## config.mk

```make
export PLATFORM = sky130hd
export DESIGN_NAME = lpi_queue
export DESIGN_NICKNAME = d
export VERILOG_FILES = /design/src/sv/lpi_pkg.sv /design/src/sv/lpi_queue.sv
export SDC_FILE = /design/constraint.sdc
export NUM_CORES = 1
export LEC_CHECK = 0
export ABC_AREA = 1
export BUFFER_PORTS_ARGS = -buffer_cell sky130_fd_sc_hd__buf_2
export CAP_MARGIN = 10
export CORE_MARGIN = 8
export CORE_UTILIZATION = 30
export CTS_BUF_LIST = sky130_fd_sc_hd__clkbuf_8
export DETAILED_ROUTE_END_ITERATION = 16
export PLACE_DENSITY_LB_ADDON = 0.05
export SLEW_MARGIN = 15
export SYNTH_ARGS = -nofsm -noshare
export SYNTH_HDL_FRONTEND = slang
export SYNTH_SLANG_ARGS = --single-unit
```

## constraint.sdc

```tcl
create_clock -name clk_i -period 9.14 [get_ports clk_i]
set_clock_uncertainty 0.05 [all_clocks]
set_input_delay 1.828 -clock clk_i [delete_from_list [all_inputs] [get_ports clk_i]]
set_output_delay 1.828 -clock clk_i [all_outputs]
set_load 0.01 [all_outputs]
```

## src/sv/lpi_pkg.sv

```systemverilog
// ----------------------------------------------------------------------------
// lpi_pkg
// Types and constants shared by the line / plane intersection block.
// ----------------------------------------------------------------------------
package lpi_pkg;

  localparam int unsigned QDepth  = 4;
  localparam int unsigned QPtrW   = $clog2(QDepth);
  localparam int unsigned QCntW   = $clog2(QDepth + 1);
  // Dividend is |dir| (33 bits) times |numerator| (64 bits).
  localparam int unsigned DvdW    = 97;
  localparam int unsigned DenW    = 65;
  localparam int unsigned BitCntW = $clog2(DvdW);

  typedef struct packed {
    logic [31:0] norm_x;
    logic [31:0] norm_y;
    logic [31:0] norm_z;
    logic [31:0] start_x;
    logic [31:0] start_y;
    logic [31:0] start_z;
    logic [31:0] end_x;
    logic [31:0] end_y;
    logic [31:0] end_z;
    logic [31:0] plane_offset;
  } lpi_in_t;

  typedef struct packed {
    logic [31:0] hit_x;
    logic [31:0] hit_y;
    logic [31:0] hit_z;
    logic        parallel;
  } lpi_out_t;

  // Classified query waiting for the divider.
  typedef struct packed {
    logic [2:0][31:0] start;
    logic [2:0][32:0] dmag;
    logic [2:0]       dneg;
    logic [63:0]      num_mag;
    logic             num_neg;
    logic [DenW-1:0]  den_mag;
    logic             den_neg;
    logic             par;
  } lpi_job_t;

  typedef struct packed {
    logic     valid;
    lpi_job_t job;
  } lpi_push_t;

  typedef struct packed {
    logic     empty;
    lpi_job_t head;
  } lpi_qstat_t;

  typedef enum logic [2:0] {
    ST_IDLE,
    ST_MLO,
    ST_MHI,
    ST_LOAD,
    ST_DIV,
    ST_FIN
  } lpi_state_e;

endpackage

```

## src/sv/lpi_queue.sv

```systemverilog
// ----------------------------------------------------------------------------
// lpi_queue
// Short queue of classified queries between the front and the divider.
// ----------------------------------------------------------------------------
module lpi_queue (
  input  logic                clk_i,
  input  logic                rst_ni,
  input  lpi_pkg::lpi_push_t  push_i,
  input  logic                pop_i,
  output lpi_pkg::lpi_qstat_t stat_o
);

  lpi_pkg::lpi_job_t             mem_q [lpi_pkg::QDepth];
  logic [lpi_pkg::QPtrW-1:0]     wr_q, rd_q;
  logic [lpi_pkg::QCntW-1:0]     cnt_q;

  always_ff @(posedge clk_i or negedge rst_ni) begin
    if (!rst_ni) begin
      wr_q  <= '0;
      rd_q  <= '0;
      cnt_q <= '0;
    end else begin
      if (push_i.valid) begin
        wr_q <= wr_q + 1'b1;
      end
      if (pop_i) begin
        rd_q <= rd_q + 1'b1;
      end
      cnt_q <= cnt_q + lpi_pkg::QCntW'(push_i.valid) - lpi_pkg::QCntW'(pop_i);
    end
  end

  always_ff @(posedge clk_i) begin
    if (push_i.valid) begin
      mem_q[wr_q] <= push_i.job;
    end
  end

  assign stat_o.empty = (cnt_q == '0);
  assign stat_o.head  = mem_q[rd_q];

endmodule

```

==> flow_metrics.py <==
metrics = {
    "outcome": {
        "status": "finished clean",
    },
    "critical_path": {
        "crit_fanout": 84,
        "crit_type": "reg2out",
        "cp-start-kind": "flip-flop",
        "crit_required_ns": 7.26,
        "crit_path_end_kind": "output pin",
        "critPathArrivalTime_ns": 4.36,
    },
    "detailed_routing": {
        "routedWlPerCell_um": 18.63,
        "wl_um": 160500,
        "m1WireLength_um": 65670,
        "top_layer": "met5",
        "ant_nets": 0,
        "drc_errors": 0,
        "met2WireLength_um": 80160,
        "vias": 35480,
        "drtPass1Iterations": 5,
        "via_per_inst": 4.120,
        "drt_iter0_markers": 1722,
        "routed-wl-met3_um": 9436,
    },
    "floorplanning": {
        "rows": 158,
        "io-pin-count": 665,
        "fp.dieArea_mm2": 0.1994,
        "start_util_pct": 30.09,
        "fp.dieH_um": 446.6,
        "dieWidth_um": 446.6,
        "coreArea_mm2": 0.1848,
    },
    "yosys": {
        "synthTopCellsByArea": "edfxtp_1, nand2_1, inv_1, nand3_1, buf_2",
        "seq_area_frac_synth_pct": 71.59,
        "ys.flop_type": "edfxtp_1",
        "syn_area_per_cell_um2": 10.66,
        "async_flop_share_pct": 0.5275,
        "synth_most_common_cell": "nand2_1",
        "yosys_warnings": 0,
        "syn_area_mm2": 0.05562,
        "synthCells": 5216,
        "synth_edf_count": 1320,
        "netlist.area_leader.share_pct": 71.27,
        "synthTopCellsByCount": "nand2_1, inv_1, edfxtp_1, nand3_1, buf_2",
        "synth_nets": 5557,
        "ys_ff_latch": 1327,
        "yosysTopAreaCell": "edfxtp_1",
        "netlist-cell-type-count": 16,
    },
    "timing": {
        "hold_viol_final": 0,
        "min_period_ns": 6.242,
        "max_freq_mhz": 160.2,
        "tightest_slew_ns": 1.140,
        "final.setup.tns_ns": 0,
        "drv_slew": 0,
        "setup_violations": 0,
        "period_share_pct": 68.30,
        "rsz0062_at_grt": "no",
        "slew_headroom_pct": 23.99,
    },
    "cts": {
        "cts_root_buf": "clkbuf_8",
        "h-tree-depth": 4,
        "clockBufferDepth": 3,
        "postCtsHoldBufs": 0,
        "cts_made_buffers": 236,
        "path_clk_slew_ns": 0.06,
        "clkLatencyLatePin_ns": 0.91,
        "post_cts_resized": 0,
        "cts_sinks": 1327,
        "cts_setup_buffers": 0,
        "cts_tree": "built",
    },
    "job": {
        "cap_violations": 0,
    },
    "finish": {
        "areaGrowthSynthToFinish_pct": 17.86,
        "drive_above_1_share_pct": 15.88,
        "layout.nets": 6276,
    },
    "place": {
        "dp_hpwl_um": 94290,
        "port_buffers": 664,
        "gp_congestion": 0.7291,
    },
    "grt": {
        "grt_max_degree": 175,
        "groute.usage.overall_pct": 15.61,
        "grt_pass1_wl_um": 233700,
        "grt_overflow": 0,
        "antenna_found_initial": 101,
        "grt_pass1_vias": 34410,
    },
    "min_path": {
        "worst_hold_path_type": "reg2reg",
    },
    "power_and_ir_drop": {
        "power_mw": 20.90,
        "peakVddDrop_v": 0.0002533,
        "leakagePower_nw": 30.30,
        "p_per_area_mw_per_mm2": 318.9,
    },
}
cell type report:
class | count | area [um2]
Inverter | 1334 | 5037
Antenna cell | 24 | 60.06
Clock inverter | 175 | 795.8
Sequential cell | 1327 | 39820
Tap cell | 2480 | 3103
Fill cell | 18590 | 119300
Timing Repair Buffer | 702 | 3809
Clock buffer | 236 | 3248
Multi-Input combinational cell | 2334 | 9674
power by group:
group,leakage [nW],internal (mW),switching [mW]
Clock,2.42,2.43,2.47
Sequential,12.2,7.96,0.249
Combinational,15.7,2.17,5.62
Total,30.3,12.6,8.33
routing by layer:
layer / global-route usage, % / vias to the layer above
li1: - / 17760
met1: 18.67 / 16480
met2: 27.31 / 806
met3: 4.279 / 411
met4: 4.888 / 28
met5: 0 / -
path summary, 6_finish.rpt:
path / start / endpoint / slack (ns) / cells after the start
worst max-delay path: rd_q[0] / stat_o[120] / 2.90 / 7
worst min-delay path: cnt_q[1] / cnt_q[2] / 0.47 / 2
worst min register to register: cnt_q[1] / cnt_q[2] / 0.47 / 2
min in group asynchronous: rst_ni / cnt_q[1] / 0.75 / 1
worst max register to register: wr_q[0] / mem_q[3][178] / 6.04 / 5
max in group asynchronous: rst_ni / rd_q[1] / 8.04 / 1
per-stage QoR:
step	hold slack (ns)	utilization, %	cells	instance area (um2)	worst slack [ns]
2_1_floorplan	0.4131	-	5216	55630	1.667
3_3_place_gp	0.4510	33.24	8177	61440	3.831
3_5_place_dp	0.4422	33.24	8177	61440	3.775
4_1_cts	0.4675	35.43	8588	65490	2.628
5_1_grt	0.5031	35.44	8593	65500	2.439
6_report	0.4654	35.46	8612	65550	2.898
state kept, by name, summed over array words and instances (netlist names):
register	count
cnt_q	3
mem_q	1320
rd_q	2
wr_q	2
cells by family (layout without fill, tap and decap cells):
logic type               count (synthesis)  after routing  share of synthesized area, %
AO/OA/AOI/OAI                            1              1                      0.008990
AND/OR/NAND/NOR                       2323           2323                         17.17
buffers and inverters                 1555           2447                         11.02
flip-flops                            1327           1327                         71.59
adder cells (fa/ha/maj)                  7              7                        0.1710
XOR/XNOR                                 3              3                       0.04725
other                                    0             24                             0
layout by cell type, fill, tap and decap left out, types with 8 or more instances in the layout:
cell type / Yosys / routed
edfxtp_1: 1320 / 1320
inv_8: 0 / 8
buf_4: 17 / 22
clkinvlp_4: 0 / 8
nand3_1: 661 / 661
nand2_1: 1661 / 1661
diode_2: 0 / 24
buf_2: 140 / 664
clkinv_2: 0 / 11
inv_1: 1332 / 1427
buf_12: 0 / 16
clkinv_1: 0 / 52
clkbuf_8: 0 / 236
worst max-delay path, stage by stage (launching register included):
cell and delay [ns]:
dfrtp_4 0.58, buf_4 0.59, buf_4 0.71, buf_4 0.78, nand2_1 0.11, nand3_1 0.11, nand2_1 0.12, buf_2 0.15
Power figures use the tool's default switching activity.
